===== src/rtl/kocnt_pkg.sv =====
`timescale 1ns / 1ps
`default_nettype none

package kocnt_pkg;

    localparam int MAX_WORD_LEN = 100;
    localparam int NUM_KEYS     = 11;
    localparam int KEY_CHARS    = 8;

    localparam int CHAR_W    = 8;
    localparam int LEN_W     = 7;
    localparam int KEY_IDX_W = 4;
    localparam int COUNT_W   = 16;

    localparam int FIFO_DEPTH = 4;
    localparam int FIFO_AW    = 2;

    localparam logic [LEN_W-1:0] MAX_LEN = LEN_W'(MAX_WORD_LEN);

    // Keyword text, first character in the top byte, padded with zero bytes.
    localparam logic [KEY_CHARS*CHAR_W-1:0] KEY_TEXT [NUM_KEYS] = '{
        {"auto",     32'h0},
        {"break",    24'h0},
        {"case",     32'h0},
        {"char",     32'h0},
        {"const",    24'h0},
        {"continue"       },
        {"default",   8'h0},
        {"unsigned"       },
        {"void",     32'h0},
        {"volatile"       },
        {"while",    24'h0}
    };

    localparam logic [LEN_W-1:0] KEY_LEN [NUM_KEYS] = '{
        LEN_W'(4), LEN_W'(5), LEN_W'(4), LEN_W'(4), LEN_W'(5), LEN_W'(8),
        LEN_W'(7), LEN_W'(8), LEN_W'(4), LEN_W'(8), LEN_W'(5)
    };

    typedef logic [CHAR_W-1:0] char_t;

    // One queue entry: an optional counter increment, optionally followed by a report.
    typedef struct packed {
        logic                 report;
        logic                 hit;
        logic [KEY_IDX_W-1:0] key;
    } cmd_t;

    typedef enum logic [1:0] {
        ST_IDLE   = 2'b01,
        ST_REPORT = 2'b10
    } back_state_t;

endpackage

`default_nettype wire


===== src/rtl/kocnt_in_if.sv =====
`timescale 1ns / 1ps
`default_nettype none

interface kocnt_in_if;
    import kocnt_pkg::*;

    logic                valid;
    logic                ready;
    logic [CHAR_W-1:0]   ch;
    logic                end_of_input;

    modport source (output valid, output ch, output end_of_input, input ready);
    modport sink   (input valid, input ch, input end_of_input, output ready);
endinterface

`default_nettype wire


===== src/rtl/kocnt_out_if.sv =====
`timescale 1ns / 1ps
`default_nettype none

interface kocnt_out_if;
    import kocnt_pkg::*;

    logic                 valid;
    logic                 ready;
    logic [KEY_IDX_W-1:0] key_index;
    logic [COUNT_W-1:0]   key_count;
    logic                 last;

    modport source (output valid, output key_index, output key_count, output last,
                    input ready);
    modport sink   (input valid, input key_index, input key_count, input last,
                    output ready);
endinterface

`default_nettype wire


===== src/rtl/keyword_occurrence_counter_top.sv =====
// Keyword occurrence counter. Text bytes enter on the text channel, one transfer per cycle
// while the four-entry command queue has room; a byte with end_of_input set closes any open
// word and requests a report. Words are matched against the eleven keywords in the cycle
// that ends them; a match, a report request, or both from one byte take one queue entry, which
// the counter side retires while no report is running. A report walks the eleven counters one
// per cycle while the report channel is not stalled, and it emits one transfer per nonzero
// counter in table order with last set on the final one. Words longer than MAX_WORD_LEN
// characters are split, and counters saturate at 65535.
`timescale 1ns / 1ps
`default_nettype none

module keyword_occurrence_counter_top (
    input  wire logic   clk,
    input  wire logic   rst_n,
    kocnt_in_if.sink    text,
    kocnt_out_if.source report
);
    import kocnt_pkg::*;

    logic q_push;
    logic q_full;
    logic q_pop;
    logic q_empty;
    cmd_t push_cmd;
    cmd_t head_cmd;

    kocnt_front u_front (
        .clk    (clk),
        .rst_n  (rst_n),
        .text   (text),
        .q_full (q_full),
        .q_push (q_push),
        .q_cmd  (push_cmd)
    );

    kocnt_fifo u_fifo (
        .clk      (clk),
        .rst_n    (rst_n),
        .push     (q_push),
        .push_cmd (push_cmd),
        .full     (q_full),
        .pop      (q_pop),
        .head_cmd (head_cmd),
        .empty    (q_empty)
    );

    kocnt_back u_back (
        .clk      (clk),
        .rst_n    (rst_n),
        .head_cmd (head_cmd),
        .q_empty  (q_empty),
        .q_pop    (q_pop),
        .report   (report)
    );

endmodule

`default_nettype wire


===== src/rtl/kocnt_front.sv =====
`timescale 1ns / 1ps
`default_nettype none

module kocnt_front (
    input  wire logic          clk,
    input  wire logic          rst_n,
    kocnt_in_if.sink           text,
    input  wire logic          q_full,
    output logic               q_push,
    output kocnt_pkg::cmd_t    q_cmd
);
    import kocnt_pkg::*;

    logic             in_word_reg,  in_word_next;
    logic [LEN_W-1:0] len_reg,      len_next;
    logic             too_long_reg, too_long_next;
    char_t            chars_reg [KEY_CHARS];
    char_t            chars_next [KEY_CHARS];

    logic             accept;
    logic             is_letter;
    logic             is_digit;
    logic             add;
    logic             close_now;
    logic             cand_in_word;
    logic             cand_too_long;
    logic [LEN_W-1:0] cand_len;
    char_t            cand_chars [KEY_CHARS];
    logic             match;
    logic [KEY_IDX_W-1:0] match_key;

    assign text.ready = !q_full;
    assign accept     = text.valid && text.ready;

    assign is_letter = (text.ch >= "A" && text.ch <= "Z") || (text.ch >= "a" && text.ch <= "z");
    assign is_digit  = (text.ch >= "0" && text.ch <= "9");

    always_comb
    begin
        add = 1'b0;
        if (!text.end_of_input)
        begin
            add = in_word_reg ? (is_letter || is_digit) : is_letter;
        end

        cand_in_word  = in_word_reg || add;
        cand_len      = add ? len_reg + LEN_W'(1) : len_reg;
        cand_too_long = too_long_reg || (add && (len_reg >= LEN_W'(KEY_CHARS)));
        for (int i = 0; i < KEY_CHARS; i++)
        begin
            cand_chars[i] = chars_reg[i];
            if (add && (len_reg == LEN_W'(i)))
            begin
                cand_chars[i] = text.ch;
            end
        end

        close_now = text.end_of_input
                 || (in_word_reg && !(is_letter || is_digit))
                 || (add && (cand_len >= MAX_LEN));
    end

    always_comb
    begin
        logic eq;
        match     = 1'b0;
        match_key = '0;
        for (int k = 0; k < NUM_KEYS; k++)
        begin
            eq = (cand_len == KEY_LEN[k]);
            for (int i = 0; i < KEY_CHARS; i++)
            begin
                if (cand_chars[i] != KEY_TEXT[k][(KEY_CHARS-1-i)*CHAR_W +: CHAR_W])
                begin
                    eq = 1'b0;
                end
            end
            if (eq && !match)
            begin
                match     = 1'b1;
                match_key = KEY_IDX_W'(k);
            end
        end
    end

    always_comb
    begin
        q_cmd.report = text.end_of_input;
        q_cmd.hit    = close_now && cand_in_word && !cand_too_long && match;
        q_cmd.key    = match_key;
        q_push       = accept && (q_cmd.report || q_cmd.hit);
    end

    always_comb
    begin
        in_word_next  = in_word_reg;
        len_next      = len_reg;
        too_long_next = too_long_reg;
        chars_next    = chars_reg;
        if (accept)
        begin
            if (close_now)
            begin
                in_word_next  = 1'b0;
                len_next      = '0;
                too_long_next = 1'b0;
                for (int i = 0; i < KEY_CHARS; i++)
                begin
                    chars_next[i] = '0;
                end
            end
            else if (add)
            begin
                in_word_next  = 1'b1;
                len_next      = cand_len;
                too_long_next = cand_too_long;
                chars_next    = cand_chars;
            end
        end
    end

    always_ff @(posedge clk or negedge rst_n)
    begin
        if (!rst_n)
        begin
            in_word_reg  <= 1'b0;
            len_reg      <= '0;
            too_long_reg <= 1'b0;
            for (int i = 0; i < KEY_CHARS; i++)
            begin
                chars_reg[i] <= '0;
            end
        end
        else
        begin
            in_word_reg  <= in_word_next;
            len_reg      <= len_next;
            too_long_reg <= too_long_next;
            chars_reg    <= chars_next;
        end
    end

endmodule

`default_nettype wire


===== src/rtl/kocnt_fifo.sv =====
`timescale 1ns / 1ps
`default_nettype none

module kocnt_fifo (
    input  wire logic             clk,
    input  wire logic             rst_n,
    input  wire logic             push,
    input  wire kocnt_pkg::cmd_t  push_cmd,
    output logic                  full,
    input  wire logic             pop,
    output kocnt_pkg::cmd_t       head_cmd,
    output logic                  empty
);
    import kocnt_pkg::*;

    cmd_t             mem_reg [FIFO_DEPTH];
    logic [FIFO_AW:0] wptr_reg, wptr_next;
    logic [FIFO_AW:0] rptr_reg, rptr_next;

    assign empty    = (wptr_reg == rptr_reg);
    assign full     = (wptr_reg[FIFO_AW] != rptr_reg[FIFO_AW])
                   && (wptr_reg[FIFO_AW-1:0] == rptr_reg[FIFO_AW-1:0]);
    assign head_cmd = mem_reg[rptr_reg[FIFO_AW-1:0]];

    assign wptr_next = wptr_reg + (FIFO_AW+1)'(push);
    assign rptr_next = rptr_reg + (FIFO_AW+1)'(pop);

    always_ff @(posedge clk)
    begin
        if (push)
        begin
            mem_reg[wptr_reg[FIFO_AW-1:0]] <= push_cmd;
        end
    end

    always_ff @(posedge clk or negedge rst_n)
    begin
        if (!rst_n)
        begin
            wptr_reg <= '0;
            rptr_reg <= '0;
        end
        else
        begin
            wptr_reg <= wptr_next;
            rptr_reg <= rptr_next;
        end
    end

    // The front only pushes while there is room, the back only pops what is there.
    assert property (@(posedge clk) disable iff (!rst_n) push |-> !full)
        else $error("queue overflow");
    assert property (@(posedge clk) disable iff (!rst_n) pop |-> !empty)
        else $error("queue underflow");

endmodule

`default_nettype wire


===== src/rtl/kocnt_back.sv =====
`timescale 1ns / 1ps
`default_nettype none

module kocnt_back (
    input  wire logic             clk,
    input  wire logic             rst_n,
    input  wire kocnt_pkg::cmd_t  head_cmd,
    input  wire logic             q_empty,
    output logic                  q_pop,
    kocnt_out_if.source           report
);
    import kocnt_pkg::*;

    back_state_t          state_reg, state_next;
    logic [KEY_IDX_W-1:0] idx_reg,   idx_next;
    logic [COUNT_W-1:0]   cnt_reg [NUM_KEYS];
    logic [COUNT_W-1:0]   cnt_next [NUM_KEYS];

    logic                 out_valid_reg, out_valid_next;
    logic [KEY_IDX_W-1:0] out_key_reg,   out_key_next;
    logic [COUNT_W-1:0]   out_cnt_reg,   out_cnt_next;
    logic                 out_last_reg,  out_last_next;

    logic [NUM_KEYS-1:0]  nonzero;
    logic                 above;
    logic                 slot_free;
    logic                 step;

    assign report.valid     = out_valid_reg;
    assign report.key_index = out_key_reg;
    assign report.key_count = out_cnt_reg;
    assign report.last      = out_last_reg;

    assign slot_free = !out_valid_reg || report.ready;
    assign q_pop     = (state_reg == ST_IDLE) && !q_empty;
    assign step      = (state_reg == ST_REPORT) && slot_free;

    always_comb
    begin
        above = 1'b0;
        for (int k = 0; k < NUM_KEYS; k++)
        begin
            nonzero[k] = (cnt_reg[k] != '0);
            if (nonzero[k] && (KEY_IDX_W'(k) > idx_reg))
            begin
                above = 1'b1;
            end
        end
    end

    always_comb
    begin
        state_next     = state_reg;
        idx_next       = idx_reg;
        cnt_next       = cnt_reg;
        out_valid_next = out_valid_reg && !report.ready;
        out_key_next   = out_key_reg;
        out_cnt_next   = out_cnt_reg;
        out_last_next  = out_last_reg;

        unique case (state_reg)
            ST_IDLE:
            begin
                if (q_pop)
                begin
                    for (int k = 0; k < NUM_KEYS; k++)
                    begin
                        if (head_cmd.hit && (head_cmd.key == KEY_IDX_W'(k))
                            && (cnt_reg[k] != '1))
                        begin
                            cnt_next[k] = cnt_reg[k] + COUNT_W'(1);
                        end
                    end
                    if (head_cmd.report)
                    begin
                        state_next = ST_REPORT;
                        idx_next   = '0;
                    end
                end
            end
            ST_REPORT:
            begin
                if (step)
                begin
                    if (cnt_reg[idx_reg] != '0)
                    begin
                        out_valid_next = 1'b1;
                        out_key_next   = idx_reg;
                        out_cnt_next   = cnt_reg[idx_reg];
                        out_last_next  = !above;
                    end
                    for (int k = 0; k < NUM_KEYS; k++)
                    begin
                        if (idx_reg == KEY_IDX_W'(k))
                        begin
                            cnt_next[k] = '0;
                        end
                    end
                    if (idx_reg == KEY_IDX_W'(NUM_KEYS - 1))
                    begin
                        state_next = ST_IDLE;
                    end
                    else
                    begin
                        idx_next = idx_reg + KEY_IDX_W'(1);
                    end
                end
            end
            default:
            begin
                state_next = ST_IDLE;
            end
        endcase
    end

    always_ff @(posedge clk or negedge rst_n)
    begin
        if (!rst_n)
        begin
            state_reg     <= ST_IDLE;
            idx_reg       <= '0;
            out_valid_reg <= 1'b0;
            for (int k = 0; k < NUM_KEYS; k++)
            begin
                cnt_reg[k] <= '0;
            end
        end
        else
        begin
            state_reg     <= state_next;
            idx_reg       <= idx_next;
            out_valid_reg <= out_valid_next;
            cnt_reg       <= cnt_next;
        end
    end

    always_ff @(posedge clk)
    begin
        out_key_reg  <= out_key_next;
        out_cnt_reg  <= out_cnt_next;
        out_last_reg <= out_last_next;
    end

    // A finished report leaves every counter cleared.
    assert property (@(posedge clk) disable iff (!rst_n)
        (state_reg == ST_REPORT && state_next == ST_IDLE) |=> (nonzero == '0))
        else $error("counters not cleared after report");
    assert property (@(posedge clk) disable iff (!rst_n)
        report.valid |-> (report.key_count != '0))
        else $error("zero count reported");
    assert property (@(posedge clk) disable iff (!rst_n)
        (state_reg == ST_REPORT) |-> (idx_reg <= KEY_IDX_W'(NUM_KEYS - 1)))
        else $error("report index out of range");

endmodule

`default_nettype wire


===== src/flat_wrapper.sv =====
// flat-port wrapper written by rule: the top's interface ports become plain ports
module keyword_occurrence_counter_top_flat import kocnt_pkg::*;
  (clk, rst_n, text_valid, text_ch, text_end_of_input, text_ready, report_valid, report_key_index, report_key_count, report_last, report_ready);
  kocnt_in_if text_i ();
  kocnt_out_if report_i ();
  input  wire logic clk;
  input  wire logic rst_n;
  input wire logic [$bits(text_i.valid)-1:0] text_valid;
  input wire logic [$bits(text_i.ch)-1:0] text_ch;
  input wire logic [$bits(text_i.end_of_input)-1:0] text_end_of_input;
  output wire logic [$bits(text_i.ready)-1:0] text_ready;
  output wire logic [$bits(report_i.valid)-1:0] report_valid;
  output wire logic [$bits(report_i.key_index)-1:0] report_key_index;
  output wire logic [$bits(report_i.key_count)-1:0] report_key_count;
  output wire logic [$bits(report_i.last)-1:0] report_last;
  input wire logic [$bits(report_i.ready)-1:0] report_ready;
  assign text_i.valid = text_valid;
  assign text_i.ch = text_ch;
  assign text_i.end_of_input = text_end_of_input;
  assign text_ready = text_i.ready;
  assign report_valid = report_i.valid;
  assign report_key_index = report_i.key_index;
  assign report_key_count = report_i.key_count;
  assign report_last = report_i.last;
  assign report_i.ready = report_ready;
  keyword_occurrence_counter_top u_core (.clk(clk), .rst_n(rst_n), .text(text_i), .report(report_i));
endmodule

===== config.mk =====
export PLATFORM = sky130hd
export DESIGN_NAME = keyword_occurrence_counter_top_flat
export DESIGN_NICKNAME = d
export VERILOG_FILES = /design/src/rtl/kocnt_pkg.sv /design/src/rtl/kocnt_in_if.sv /design/src/rtl/kocnt_out_if.sv /design/src/rtl/keyword_occurrence_counter_top.sv /design/src/rtl/kocnt_front.sv /design/src/rtl/kocnt_fifo.sv /design/src/rtl/kocnt_back.sv /design/src/flat_wrapper.sv
export SDC_FILE = /design/constraint.sdc
export NUM_CORES = 1
export LEC_CHECK = 0
export ABC_AREA = 1
export BUFFER_PORTS_ARGS = -buffer_cell sky130_fd_sc_hd__buf_2
export CAP_MARGIN = 20
export CORE_MARGIN = 1
export CORE_UTILIZATION = 47
export CTS_BUF_LIST = sky130_fd_sc_hd__clkbuf_2 sky130_fd_sc_hd__clkbuf_4 sky130_fd_sc_hd__clkbuf_8
export DETAILED_ROUTE_END_ITERATION = 7
export PLACE_DENSITY = 0.71
export SYNTH_ARGS = -nofsm -noshare
export SYNTH_HDL_FRONTEND = slang
export SYNTH_SLANG_ARGS = --single-unit

===== constraint.sdc =====
create_clock -name clk -period 9.06 [get_ports clk]
set_clock_uncertainty 0.15 [all_clocks]
set_input_delay 1.812 -clock clk [delete_from_list [all_inputs] [get_ports clk]]
set_output_delay 1.812 -clock clk [all_outputs]
set_load 0.05 [all_outputs]

Word-level counts from Yosys, hierarchy flattened
Memory sizes are Yosys's and may differ from the RTL's. Cells that the tools add are included.

$add $sub $neg: 15. Order comparisons: 20. Equal/unequal tests: 119. Multiplexer cells: 181. Bitwise operators: 1. Reductions and logical operators: 127.

Operator list (number): two-way mux 16 bit (24); inequality test 8 x 7 -> 1 bit, second input constant (46); two-way mux 176 bit (2); case mux 176 bit (2 select lines) (1); nonzero test 16 bit (12); adder 16 x 1 -> 16 bit, second input constant (11); inequality test 16 bit, second input constant (11); two-way mux 64 bit (2); two-way mux 1 bit (121); logical AND 1 bit (66); binary-select mux 16 bit (select 4 bit) (1); two-way mux 8 bit (8); AND reduction 5 bit (12); two-way mux 4 bit (13); == test 7 x 3 -> 1 bit, second input constant (7); inequality test 2 x 1 -> 1 bit, second input constant (24); == test 4 x 3 -> 1 bit, second input constant (8); nonzero test 8 bit (4); == test 4 bit, second input constant (6); two-way mux 7 bit (3); zero test 1 bit (17); == test 4 x 2 -> 1 bit, second input constant (4); >= comparator 8 x 7 -> 1 bit, second input constant (2); > comparator 3 x 4 -> 1 bit, first input constant (4); 33 further kinds (54).

Register bits after elaboration: 283. RAM bits: 24. Memories kept: 1.

Memories: u_core.u_fifo.mem_reg (depth 4, bits a word 6, rd ports 1, clocked after Yosys merged registers in 0, write ports 1, RTL line kocnt_fifo.sv:16) `cmd_t mem_reg [FIFO_DEPTH];`.

Longest topological paths before layout
Gate-level depths: netlist (run 1).

Depth in word-level cells: 53. Depth in mapped cells: 31. Depth with buffers taken out: 28.

Cells and area by module
A second synthesis (run 1) with hierarchy kept.

Cell total of the unflattened synthesis: 3155. Area, all modules: 21391.8 µm².

By module, submodules not included: kocnt_back (instances 1, cells an instance 2177, area an instance 14543.9 µm², sequential area each 5211.2 µm²); kocnt_front (instances 1, cells an instance 873, area an instance 5592.9 µm², sequential area each 1826.8 µm²); kocnt_fifo (instances 1, cells an instance 105, area an instance 1255.0 µm², sequential area each 870.8 µm²).

Worst setup path before layout (run 1)
No wires, ideal clock.

Path type: input to register. Start: input port text_ch[4]. End: register u_core.u_fifo.wptr_reg[2]. Setup time: 0.123 ns. Arrival: 4.446 ns. Required time: 8.787 ns. Setup slack: 4.341 ns. Stages: 27. Buffers on the path: 3. Cells stage by stage: buf_4 > inv_2 > nor2_1 > nand4_2 > o21ai_4 > buf_12 > buf_4 > nand4_1 > nand3_1 > inv_1 > nand2_1 > nor2_1 > nand2_1 > nor2_1 > nand3_1 > nand2_1 > nor2_1 > nand4_1 > nor2_1 > nand4_1 > nand2_1 > nand2_2 > nand2_4 > inv_2 > ha_1 > ha_1 > xor2_1.

Longest elaborated chain between the ends: 52. Elaborated cells between the ends (all ways): 218. Classes of those cells: add/sub (1); order compare (7); eq/ne (50); mux (109); reduce/logical (51).

Ends and longest elaborated chain: start: declaration (RTL line flat_wrapper.sv:9) `input wire logic [$bits(text_i.ch)-1:0] text_ch;`; >= comparator 8 x 7 -> 1 bit / <= comparator 8 x 7 -> 1 bit (equally long branches) (RTL line kocnt_front.sv:35) `assign is_letter = (text.ch >= "A" && text.ch <= "Z") || (text.ch >= "a" && text.ch <= "z");`; logical AND 1 bit (RTL line kocnt_front.sv:35); logical OR 1 bit (RTL line kocnt_front.sv:35); logical OR 1 bit (RTL line kocnt_front.sv:43, kocnt_front.sv:59); two-way mux 1 bit (RTL line kocnt_front.sv:43) `add = in_word_reg ? (is_letter || is_digit) : is_letter;`; two-way mux 1 bit (RTL line kocnt_front.sv:41) `if (!text.end_of_input)`; logical AND 1 bit (RTL line kocnt_front.sv:52) `if (add && (len_reg == LEN_W'(i)))`; two-way mux 8 bit (RTL line kocnt_front.sv:52); (+37 left out); zero test 1 bit (RTL line kocnt_front.sv:78) `if (eq && !match)`; logical AND 1 bit (RTL line kocnt_front.sv:78); two-way mux 1 bit (RTL line kocnt_front.sv:78); logical AND 1 bit * (RTL line kocnt_front.sv:89) `q_cmd.hit = close_now && cand_in_word && !cand_too_long && match;`; logical OR 1 bit * (RTL line kocnt_front.sv:91) `q_push = accept && (q_cmd.report || q_cmd.hit);`; logical AND 1 bit * (RTL line kocnt_front.sv:91); adder 3 x 1 -> 3 bit * (RTL line kocnt_fifo.sv:25) `assign wptr_next = wptr_reg + (FIFO_AW+1)'(push);`; via u_core.u_fifo.wptr_next[2] (RTL line kocnt_fifo.sv:17) `logic [FIFO_AW:0] wptr_reg, wptr_next;`; end signal: assignment (RTL line kocnt_fifo.sv:45) `wptr_reg <= wptr_next;`; end: declaration (RTL line kocnt_fifo.sv:17).

The timed path passes the listed nets; every way through them passes the cells marked *. A chain may end at the register's enable or synchronous reset.

Worst setup path after layout (run 1)
Start: input port text_ch[4]. End: memory u_core.u_fifo.mem_reg[0][0] (netlist bit) (enable).

Longest elaborated chain between the ends: 53. Elaborated cells between the ends (all ways): 219. Classes of those cells: order compare (7); eq/ne (50); mux (111); reduce/logical (51).

Ends and longest elaborated chain: >= comparator 8 x 7 -> 1 bit / <= comparator 8 x 7 -> 1 bit (equally long branches) (RTL line kocnt_front.sv:35); logical AND 1 bit (RTL line kocnt_front.sv:35); logical OR 1 bit (RTL line kocnt_front.sv:35); logical OR 1 bit (RTL line kocnt_front.sv:43, kocnt_front.sv:59); two-way mux 1 bit (RTL line kocnt_front.sv:43); two-way mux 1 bit (RTL line kocnt_front.sv:41); logical AND 1 bit (RTL line kocnt_front.sv:52); two-way mux 8 bit (RTL line kocnt_front.sv:52); (+37 left out); zero test 1 bit (RTL line kocnt_front.sv:78); logical AND 1 bit (RTL line kocnt_front.sv:78); two-way mux 1 bit (RTL line kocnt_front.sv:78); logical AND 1 bit * (RTL line kocnt_front.sv:89); logical OR 1 bit * (RTL line kocnt_front.sv:91); logical AND 1 bit * (RTL line kocnt_front.sv:91); two-way mux 1 bit * (RTL line kocnt_fifo.sv:30) `if (push)`; two-way mux 1 bit (implied by the code) * (RTL line kocnt_fifo.sv:32) `mem_reg[wptr_reg[FIFO_AW-1:0]] <= push_cmd;`; end: declaration (RTL line kocnt_fifo.sv:16).

Mark *: on every way between the ends. The rest lies on a longest branch, timed or not.

==> qor.csv, run 1 <==
metric,value,unit
status,"finished, final reports clean",
cp_max_fo,47,
synth_cell_types,67,
synth-seq-cells,307,
drt-pass1-iter-count,6,
largest_reg_flops,176,
syn_area,19000,um2
use_met3,0.0491,
drive_gt1_frac,0.0925,
synth_edf_count,45,
relSlewSlack,0.218,
hold_end,u_core.u_front.chars_reg[5],
htreeDepth,2,
drcViolationCount,0,
min_period_over_period,0.631,
post_dp_cell_area,19500,um2
die_width,203,um
rr_worst_depth,18,
grt_use_met1,0.383,
end_kind,flip-flop,
grt_pass1_wl,96700,um
synth.avg_cell_area,7.40,um2
grt_pass1_vias,17900,
synth_nets,2615,
worstSetupStartpointType,input pin,
cts.path.max_buffers,3,
gr-usage-met2,0.469,
vias_per_cell,5.90,
fmax,175,MHz
antenna_found_initial,0,
async_reset_ff_frac,0.853,
grt_max_degree,172,
nets,2635,
period_needed,5720,ps
yosys_warnings,0,
hold_viol,0,
timing.max_cap.violations,0,
clock_latency,690,ps
ios,36,
cts.sinks,307,
placedCellCount,3055,
yosysSeqAreaShare,0.416,
reg2reg_from,u_core.u_front.len_reg[0],
dieArea,41300,um2
wl,59900,um
vias,18700,
clk_pin_slew,60,ps
drt_iter0_markers,1992,
final-seq-area,7910,um2
netlist_instances,2570,
gr-usage-all-layers,0.294,
wl_per_cell,18.9,um
timing_worst_setup_path_type,in2reg,
worst_pin_slew,1170,ps
core_area,39800,um2
crit_arrival,5900,ps
powerDensity,259,nW/um2
multi_input_area,9300,um2
start_util,0.477,
fin_area,20800,um2
hpwl,43800,um
cts_buffers,57,
rsz0062_at_grt,false,
ctsHoldBuffers,0,
finalSetupViolCount,0,
r2r_slack,4470,ps
die_height,203,um
min_from,u_core.u_front.chars_reg[5],
required,9240,ps
overflow,0,
ctsResizeCount,0,
p_total,5.39,mW
post_cts_buffers,0,
drv_slew,0,
ys.flop_type,dfrtp_1,
timing.rr.end,u_core.u_fifo.mem_reg[0][0],
p_leak,9.27,nW
syn_to_final_growth,9.35,%
portBuffers,35,
min_path_type,reg2reg,
antenna_left,0,
n_antenna_cell,0,
n_fill_cell,3941,
cts_tree,built,
clockRootBuffer,clkbuf_8,
gp_congestion,1.03,
row_count,73,
vdd_drop_max,142,uV
grt.busiest_layer,met2,
stdcell_count,3163,
min_path_cells,2,
finalSetupTns,0,ps
-- metrics by stage --
| step | hold WS [ps] | setup WS (ps) | utilization |
|---|---|---|---|
| 2_1_floorplan | 270 | 4340 | - |
| 3_3_place_gp | 320 | 2800 | 0.490 |
| 3_5_place_dp | 319 | 2790 | 0.490 |
| 4_1_cts | 333 | 3480 | 0.522 |
| 5_1_grt | 357 | 2980 | 0.522 |
| 6_report | 334 | 3340 | 0.522 |
-- per-layer routing --
metal  vias to the layer above  routed length, um
met1                      8805              24800
met4                         0               3250
met2                       860              27200
met3                       206               4640
met5                         -                  0
li1                       8798                  -
-- final cells by class --
| cell class | count | area share |
|---|---|---|
| Sequential cell | 307 | 0.381 |
| Timing Repair Buffer | 48 | 0.0148 |
| Inverter | 362 | 0.0654 |
| Tap cell | 525 | 0.0316 |
| Clock buffer | 86 | 0.0521 |
| Multi-Input combinational cell | 1814 | 0.447 |
| Clock inverter | 21 | 0.00807 |
-- Yosys cell counts (all sizes together) (2+ instances only) --
| master | count | area, um2 |
|---|---|---|
| buf | 31 | 231 |
| a2bb2oi | 2 | 17.5 |
| a21oi | 141 | 706 |
| xnor2 | 2 | 17.5 |
| ha | 32 | 400 |
| nor3b | 11 | 82.6 |
| a22oi | 14 | 105 |
| o41ai | 3 | 26.3 |
| clkinv | 5 | 18.8 |
| o21ai | 206 | 1050 |
| nor3 | 128 | 701 |
| o211ai | 19 | 143 |
| a32o | 2 | 20.0 |
| nor2 | 278 | 1090 |
| dfrtp | 261 | 6530 |
| o2111ai | 16 | 140 |
| nor4 | 42 | 314 |
| and3 | 2 | 12.5 |
| a31oi | 17 | 106 |
| a211oi | 13 | 97.6 |
| xor2 | 9 | 86.3 |
| a221oi | 6 | 52.6 |
| clkbuf | 56 | 210 |
| a32oi | 2 | 25.0 |
| o21a | 6 | 45.0 |
| nand3b | 3 | 22.5 |
| a21boi | 3 | 30.0 |
| inv | 357 | 1340 |
| edfxtp | 45 | 1350 |
| o22ai | 38 | 238 |
| nand2 | 546 | 2090 |
| o311ai | 4 | 35.0 |
| nand3 | 129 | 751 |
| nand4 | 130 | 820 |
-- worst max-delay path: stages --
cell	delay [ps]
buf_2	220
inv_2	90
nor2_1	130
nand4_2	150
o21ai_4	670
buf_4	580
nand4_1	180
nand2_1	140
inv_1	70
nor2_1	180
nand2_1	90
nor2_2	280
nand4_1	150
nor4_1	280
nand3b_1	190
nand4_1	130
nand2_1	80
nand2_2	100
nand2_4	90
nor2_2	260
-- cells in the final DEF (no fill, tap or decap), types with 70 or more instances in the layout --
cell type  instances
dfrtp_1          260
nand3_1          117
inv_1            329
nand2_1          534
nand4_1          129
nor2_1           262
clkbuf_8          70
nor3_1           116
o21ai_0          192
a21oi_1          141
-- report_power, final --
part / leakage [nW] / internal [mW] / total (mW) / switching (mW)
clock: 0.659 / 0.823 / 1.47 / 0.649
combinational: 4.75 / 0.502 / 1.93 / 1.43
sequential: 3.86 / 1.72 / 1.99 / 0.277
-- worst max-delay path by stage --
stage,from,endpoint,cells past startpoint
after floorplan,text_ch[4],u_core.u_fifo.wptr_reg[2],27
after global placement,text_ch[4],u_core.u_fifo.mem_reg[2][2],20
after detailed placement,text_ch[5],u_core.u_fifo.mem_reg[0][1],20
after CTS,text_ch[5],u_core.u_fifo.mem_reg[0][5],20
after global routing,text_ch[4],u_core.u_fifo.mem_reg[0][5],24
final,text_ch[4],u_core.u_fifo.mem_reg[0][0],20
-- kinds of logic after synthesis --
| family | synth area share |
|---|---|
| AND/OR/NAND/NOR | 0.311 |
| AO/OA/AOI/OAI | 0.152 |
| buffers and inverters | 0.0947 |
| flip-flops | 0.416 |
| adder cells (fa/ha/maj) | 0.0211 |
| XOR/XNOR | 0.00546 |
Power figures use the tool's default switching activity.
==> run 2: changes to the inputs <==
--- a/config.mk
+++ b/config.mk
@@ -5,14 +5,14 @@
 export SDC_FILE = /design/constraint.sdc
 export NUM_CORES = 1
 export LEC_CHECK = 0
-export ABC_AREA = 1
+export ABC_AREA = 0
 export BUFFER_PORTS_ARGS = -buffer_cell sky130_fd_sc_hd__buf_2
 export CAP_MARGIN = 20
 export CORE_MARGIN = 1
 export CORE_UTILIZATION = 47
 export CTS_BUF_LIST = sky130_fd_sc_hd__clkbuf_2 sky130_fd_sc_hd__clkbuf_4 sky130_fd_sc_hd__clkbuf_8
 export DETAILED_ROUTE_END_ITERATION = 7
-export PLACE_DENSITY = 0.71
+export PLACE_DENSITY = 0.73
 export SYNTH_ARGS = -nofsm -noshare
 export SYNTH_HDL_FRONTEND = slang
 export SYNTH_SLANG_ARGS = --single-unit
==> constraint.sdc (replaced) <==
create_clock -name clk -period 4.9 [get_ports clk]
set_clock_uncertainty 0.15 [all_clocks]
set_input_delay 0.98 -clock clk [delete_from_list [all_inputs] [get_ports clk]]
set_output_delay 0.98 -clock clk [all_outputs]
set_load 0.05 [all_outputs]
==> qor.csv, run 2 <==
metric,value,unit,change
crit_arrival,4860,ps,-1040 ps
hpwl,43300,um,-1.2%
yosysSeqAreaShare,0.423,,+0.00719
vias,16900,,-9.3%
nets,2225,,-16%
drt_iter0_markers,1900,,-4.6%
largest_reg_flops,176,,unchanged
syn_to_final_growth,14.6,%,
core_area,38900,um2,-2.3%
yosysMostFrequentCell,dfrtp_1,,
yosys.area.top_type_share,0.350,,+0.00594
cts.sinks,307,,unchanged
cp_max_fo,9,,-81%
period_needed,4650,ps,
grt_max_degree,118,,-31%
cts_buffers,53,,-7.0%
p_leak,8.77,nW,-5.4%
gr-usage-all-layers,0.289,,-0.00477
final_common_cell,dfrtp_1,,
clk_pin_slew,60,ps,about the same
rsz0062_at_grt,false,,
drive_gt1_frac,0.160,,+0.0676
syn_area,18700,um2,-1.7%
grt_pass1_vias,16100,,-9.7%
synth_top_area_cell,dfrtp_1,,
netlist_instances,2054,,-20%
placedCellCount,2642,,-14%
ctsHoldBuffers,0,,unchanged
p_total,8.07,mW,+50%
fin_area,21400,um2,+3.0%
ios,36,,unchanged
antenna_left,0,,unchanged
antenna_found_initial,2,,+2
drv_slew,0,,unchanged
netSwitchingFraction,0.367,,-0.0693
min_period_over_period,0.950,,
p_switching,2.96,mW,+26%
dieArea,40600,um2,-1.7%
final_util,0.550,,+0.0281
netlist_top_cells_area,"dfrtp_1 (35%), edfxtp_1 (7.2%), o21ai_0 (4.9%), nand2_1 (4.6%), nor2_1 (4.6%)",,
synth_cell_types,90,,+34%
hold_viol,0,,unchanged
powerDensity,377,nW/um2,+45%
post_dp_cell_area,20200,um2,+3.3%
relSlewSlack,0.295,,+0.0771
timing_worst_setup_path_type,reg2reg,,
synth_nets,2099,,-20%
post_cts_buffers,0,,unchanged
status,"finished, final reports clean",,
row_count,72,,-1.4%
seq_power_share,0.390,,+0.020
wl,58300,um,-2.7%
htreeDepth,2,,unchanged
end_kind,flip-flop,,
min_path_type,in2async,,
internal-power,5.11,mW,+68%
async_reset_ff_frac,0.853,,unchanged
portBuffers,35,,unchanged
gp_congestion,0.975,,-5.0%
vias_per_cell,6.17,,+4.6%
cts_tree,built,,
clock_latency,670,ps,-20 ps
die_width,201,um,-0.84%
clockRootBuffer,clkbuf_8,,
clock_power_share,0.333,,+0.060
yosys_warnings,0,,unchanged
worstSetupStartpointType,flip-flop,,
finalSetupViolCount,0,,unchanged
wl_per_cell,21.2,um,+12%
worst_pin_slew,1060,ps,-116 ps
ys.flop_type,dfrtp_1,,
combPwrFrac,0.277,,-0.080
timing.max_cap.violations,0,,unchanged
die_height,201,um,-0.84%
synth.avg_cell_area,9.10,um2,+23%
mostFrequentLayoutCells,"dfrtp_1 (260), nor2_1 (231), nand2_1 (231)",,
synth-seq-cells,307,,unchanged
cts.path.max_buffers,3,,unchanged
required,5110,ps,-4130 ps
n_antenna_cell,0,,unchanged
stdcell_count,2742,,-13%
fmax,215,MHz,
drcViolationCount,0,,unchanged
ctsResizeCount,0,,unchanged
yosys-top-cells-count,"dfrtp_1 (261), nand2_1 (231), nor2_1 (231), o21ai_0 (183), nand3_1 (91)",,
grt_pass1_wl,91900,um,-5.0%
overflow,0,,unchanged
vdd_drop_max,301,uV,+110%
start_util,0.480,,+0.00282
drt-pass1-iter-count,6,,unchanged
synth_edf_count,45,,unchanged
[run 2: cell count changes after synthesis, moves of 53 or more]
cell / change
nand4_1: -80
inv_1: -275
mux2i_1: +56
nand2_1: -304
a21oi_1: -68
xor2_1: +53
[run 2: kinds of logic after synthesis]
kind of cell	count (synthesis)	share of synthesized area
AO/OA/AOI/OAI	400	0.134
multiplexers	99	0.0788
flip-flops	307	0.423
buffers and inverters	161	0.0356
XOR/XNOR	106	0.0497
AND/OR/NAND/NOR	949	0.257
adder cells (fa/ha/maj)	32	0.0214
[run 2: final timing paths]
| kind | start | end | slack, ps | cells after the start |
|---|---|---|---|---|
| worst max-delay path | u_core.u_front.len_reg[5] | u_core.u_fifo.mem_reg[1][4] | 250 | 12 |
| max in group asynchronous | rst_n | u_core.u_front.chars_reg[20] | 3320 | 2 |
| worst max register to register | u_core.u_front.len_reg[5] | u_core.u_fifo.mem_reg[1][4] | 250 | 12 |
| worst min-delay path | rst_n | u_core.u_back.cnt_reg[135] | 220 | 1 |
| worst min register to register | u_core.u_front.chars_reg[47] | u_core.u_front.chars_reg[47] | 340 | 1 |
| min in group clk | u_core.u_front.chars_reg[47] | u_core.u_front.chars_reg[47] | 340 | 1 |
[run 2: metal layers]
layer	up-vias	routed length [um]	GRT usage	share of wire
li1	7745	-	-	-
met1	8272	25900	0.419	0.44
met2	776	25100	0.427	0.43
met3	133	5780	0.0721	0.099
met4	2	1450	0.0823	0.025
met5	-	13	0	0.00022
[run 2: power groups by stage]
| stage | registers, mW | clock network (mW) | logic [mW] |
|---|---|---|---|
| finish | 3.15 | 2.69 | 2.23 |
| global route | 3.18 | 2.86 | 2.41 |
| CTS | 3.14 | 2.74 | 2.19 |
| detailed placement | 3.19 | 0 | 2.18 |
| global placement | 3.17 | 0 | 2.14 |
| floorplan | 3.22 | 0 | 1.38 |
[run 2: critical path, stage by stage, from the launching register on]
cell	delay, ps
dfrtp_1	500
nor4_4	470
o211ai_4	180
o41ai_4	730
buf_4	240
mux2i_1	220
o21ai_0	240
nor2_1	160
nand4b_1	180
o311a_1	410
a31o_4	260
a2111oi_2	370
buf_4	220
[run 2: cell type report]
| type | count | area, um2 |
|---|---|---|
| clock inverters | 23 | 256 |
| inverters | 56 | 210 |
| fillers | 3507 | 17500 |
| clock buffers | 76 | 965 |
| well taps | 518 | 648 |
| flip-flops and latches | 307 | 7910 |
| multi-input cells | 1586 | 10100 |
| repair buffers | 176 | 1280 |
[run 2: through the flow]
| step | hold WS, ps | setup slack (ps) | setup TNS (ps) |
|---|---|---|---|
| final | 216 | 246 | 0 |
| after global routing | 296 | 12.8 | 0 |
| after CTS | 293 | 276 | 0 |
| after detailed placement | 325 | -217 | -4410 |
| after global placement | 315 | -145 | -2400 |
| after floorplan | 273 | 109 | 0 |
==> run 3: changes to the inputs <==
--- a/config.mk
+++ b/config.mk
@@ -6,13 +6,14 @@
 export NUM_CORES = 1
 export LEC_CHECK = 0
 export ABC_AREA = 0
-export BUFFER_PORTS_ARGS = -buffer_cell sky130_fd_sc_hd__buf_2
 export CAP_MARGIN = 20
 export CORE_MARGIN = 1
 export CORE_UTILIZATION = 47
 export CTS_BUF_LIST = sky130_fd_sc_hd__clkbuf_2 sky130_fd_sc_hd__clkbuf_4 sky130_fd_sc_hd__clkbuf_8
 export DETAILED_ROUTE_END_ITERATION = 7
-export PLACE_DENSITY = 0.73
+export DONT_BUFFER_PORTS = 1
+export HOLD_SLACK_MARGIN = 0.1
+export PLACE_DENSITY = 0.76
 export SYNTH_ARGS = -nofsm -noshare
 export SYNTH_HDL_FRONTEND = slang
 export SYNTH_SLANG_ARGS = --single-unit
==> qor.csv, run 3 (synthesis results as in run 2) <==
metric,value,unit,change
period_needed,4730,ps,+75.0 ps
n_fill_cell,3534,,+0.77%
finalSetupTns,0,ps,unchanged
cp_cell_sequence,"ha_1, nand2b_1, or4b_1, buf_4, o22ai_1, mux2i_1, o21ai_0, nand4b_1, nand4b_1, o311a_1, a31o_4, a2111oi_2, buf_4",,
ios,36,,unchanged
status,"complete, but fails checks",,
clock_latency,660,ps,about the same
min_path_type,in2async,,
use_met3,0.0488,,-0.0233
fin_area,20800,um2,-2.7%
drt_iter0_markers,1533,,-19%
die_height,201,um,unchanged
worst_pin_slew,1130,ps,+75.0 ps
hold_viol,261,,+261
r2r_slack,170,ps,-70 ps
required,5110,ps,about the same
grt.busiest_layer,met2,,
cts_buffers,53,,unchanged
p_switching,2.91,mW,-1.6%
drv_slew,0,,unchanged
final-seq-area,7910,um2,unchanged
grt_max_degree,263,,+120%
row_count,72,,unchanged
overflow,0,,unchanged
end_kind,flip-flop,,
clock_power_share,0.332,,about the same
clk_pin_slew,60,ps,about the same
combPwrFrac,0.251,,-0.026
rr_worst_depth,13,,+1
crit_buf_inv,2,,unchanged
cts.sinks,307,,unchanged
gp_congestion,0.989,,+1.4%
netSwitchingFraction,0.368,,+0.00116
timing_worst_setup_path_type,reg2reg,,
largest_reg_flops,176,,unchanged
post_cts_buffers,0,,unchanged
critical_path.top_delay_family,compound AO/OA/AOI/OAI gates,,
fmax,211,MHz,-1.6%
rsz0062_at_grt,false,,
final_common_cell,dfrtp_1,,
n_antenna_cell,0,,unchanged
gr-usage-met2,0.464,,+0.0369
dieArea,40600,um2,unchanged
hpwl,42800,um,-1.0%
min_period_over_period,0.965,,+0.0153
cp_max_fo,9,,unchanged
internal-power,5.01,mW,-2.0%
htreeDepth,2,,unchanged
seq_power_share,0.417,,+0.027
mostFrequentLayoutCells,"dfrtp_1 (260), nor2_1 (231), nand2_1 (231)",,
multi_input_area,10100,um2,about the same
violations,negative hold slack,,
syn_to_final_growth,11.5,%,
portBuffers,0,,-100%
gr-usage-all-layers,0.291,,+0.00163
drcViolationCount,0,,unchanged
grt_pass1_wl,92300,um,+0.45%
vias_per_cell,6.31,,+2.2%
start_util,0.480,,unchanged
core_area,38900,um2,unchanged
ctsResizeCount,0,,unchanged
drive_gt1_frac,0.130,,-0.0303
powerDensity,380,nW/um2,+0.82%
timing.rr.end,u_core.u_fifo.mem_reg[0][2],,
clockRootBuffer,clkbuf_8,,
relSlewSlack,0.245,,-0.0500
p_leak,8.40,nW,-4.3%
wl_per_cell,22.2,um,+4.3%
grt_pass1_vias,16100,,-0.14%
post_dp_cell_area,19600,um2,-2.7%
critPathMaxStageDelay,540,ps,-190 ps
antenna_left,0,,unchanged
nets,2142,,-3.7%
antenna_found_initial,0,,-2
vdd_drop_max,258,uV,-14%
finalSetupViolCount,0,,unchanged
cts_tree,built,,
cts.path.max_buffers,3,,unchanged
cp_slowest_cell,or4b_1,,
wl,59000,um,+1.2%
crit_arrival,4940,ps,+80 ps
vias,16800,,-0.86%
hold_ws,-129,ps,-346 ps
timing.max_cap.violations,0,,unchanged
drt-pass1-iter-count,6,,unchanged
reg2reg_from,u_core.u_front.len_reg[0],,
grt_use_met1,0.391,,-0.0285
worstSetupStartpointType,flip-flop,,
die_width,201,um,unchanged
## run 3: how the worst max path moves through the flow
| stage | start | end | slack (ps) | depth (start not counted) |
|---|---|---|---|---|
| 4_1_cts | u_core.u_front.len_reg[0] | u_core.u_fifo.mem_reg[0][2] | 300 | 13 |
| 2_1_floorplan | text_ch[6] | u_core.u_fifo.mem_reg[0][0] | 110 | 11 |
| 6_report | u_core.u_front.len_reg[0] | u_core.u_fifo.mem_reg[0][2] | 170 | 13 |
| 3_5_place_dp | text_ch[6] | u_core.u_fifo.mem_reg[0][3] | -80 | 12 |
| 5_1_grt | u_core.u_front.len_reg[0] | u_core.u_fifo.mem_reg[0][2] | 70 | 13 |
| 3_3_place_gp | text_ch[1] | u_core.u_fifo.mem_reg[0][4] | 6 | 11 |
## run 3: area by class of cell
| class | instances | share of cell area |
|---|---|---|
| Sequential cell | 307 | 0.380 |
| Tap cell | 518 | 0.0311 |
| Clock buffer | 82 | 0.0488 |
| Inverter | 56 | 0.0101 |
| Timing Repair Buffer | 93 | 0.0353 |
| Clock inverter | 18 | 0.00889 |
| Multi-Input combinational cell | 1586 | 0.486 |
## run 3: power by group through the flow
stage	Sequential, mW	Combinational, mW	Clock (mW)
final	3.30	1.99	2.63
after global routing	3.34	2.15	2.79
after CTS	3.30	1.94	2.69
after detailed placement	3.34	1.93	0
after global placement	3.32	1.89	0
after floorplan	3.22	1.38	0
## run 3: stage by stage
stage	power [mW]	cells	worst slack, ps	hold slack, ps	utilization
CTS	7.93	2659	296	-163	0.535
global placement	5.21	2559	5.62	313	0.504
finish	7.92	2660	171	-129	0.535
detailed placement	5.27	2559	-80.9	320	0.504
floorplan	4.60	2054	109	273	-
global route	8.28	2660	65.4	-157	0.535
## run 3: routing by layer
layer / vias to the layer above / wire length, um
met2: 832 / 27200
met5: - / 0
li1: 7577 / -
met3: 163 / 4770
met1: 8211 / 24400
met4: 0 / 2600
## run 3: worst register-to-register path, delay by kind of cell, from the launching register on
| family | cells | cell delay, ps |
|---|---|---|
| muxes | 1 | 470 |
| adders and majority gates | 1 | 230 |
| and+or+nand+nor | 4 | 1060 |
| DFF | 1 | 500 |
| AOI/OAI and AO/OA | 5 | 1660 |
| buffers and inverters | 2 | 400 |
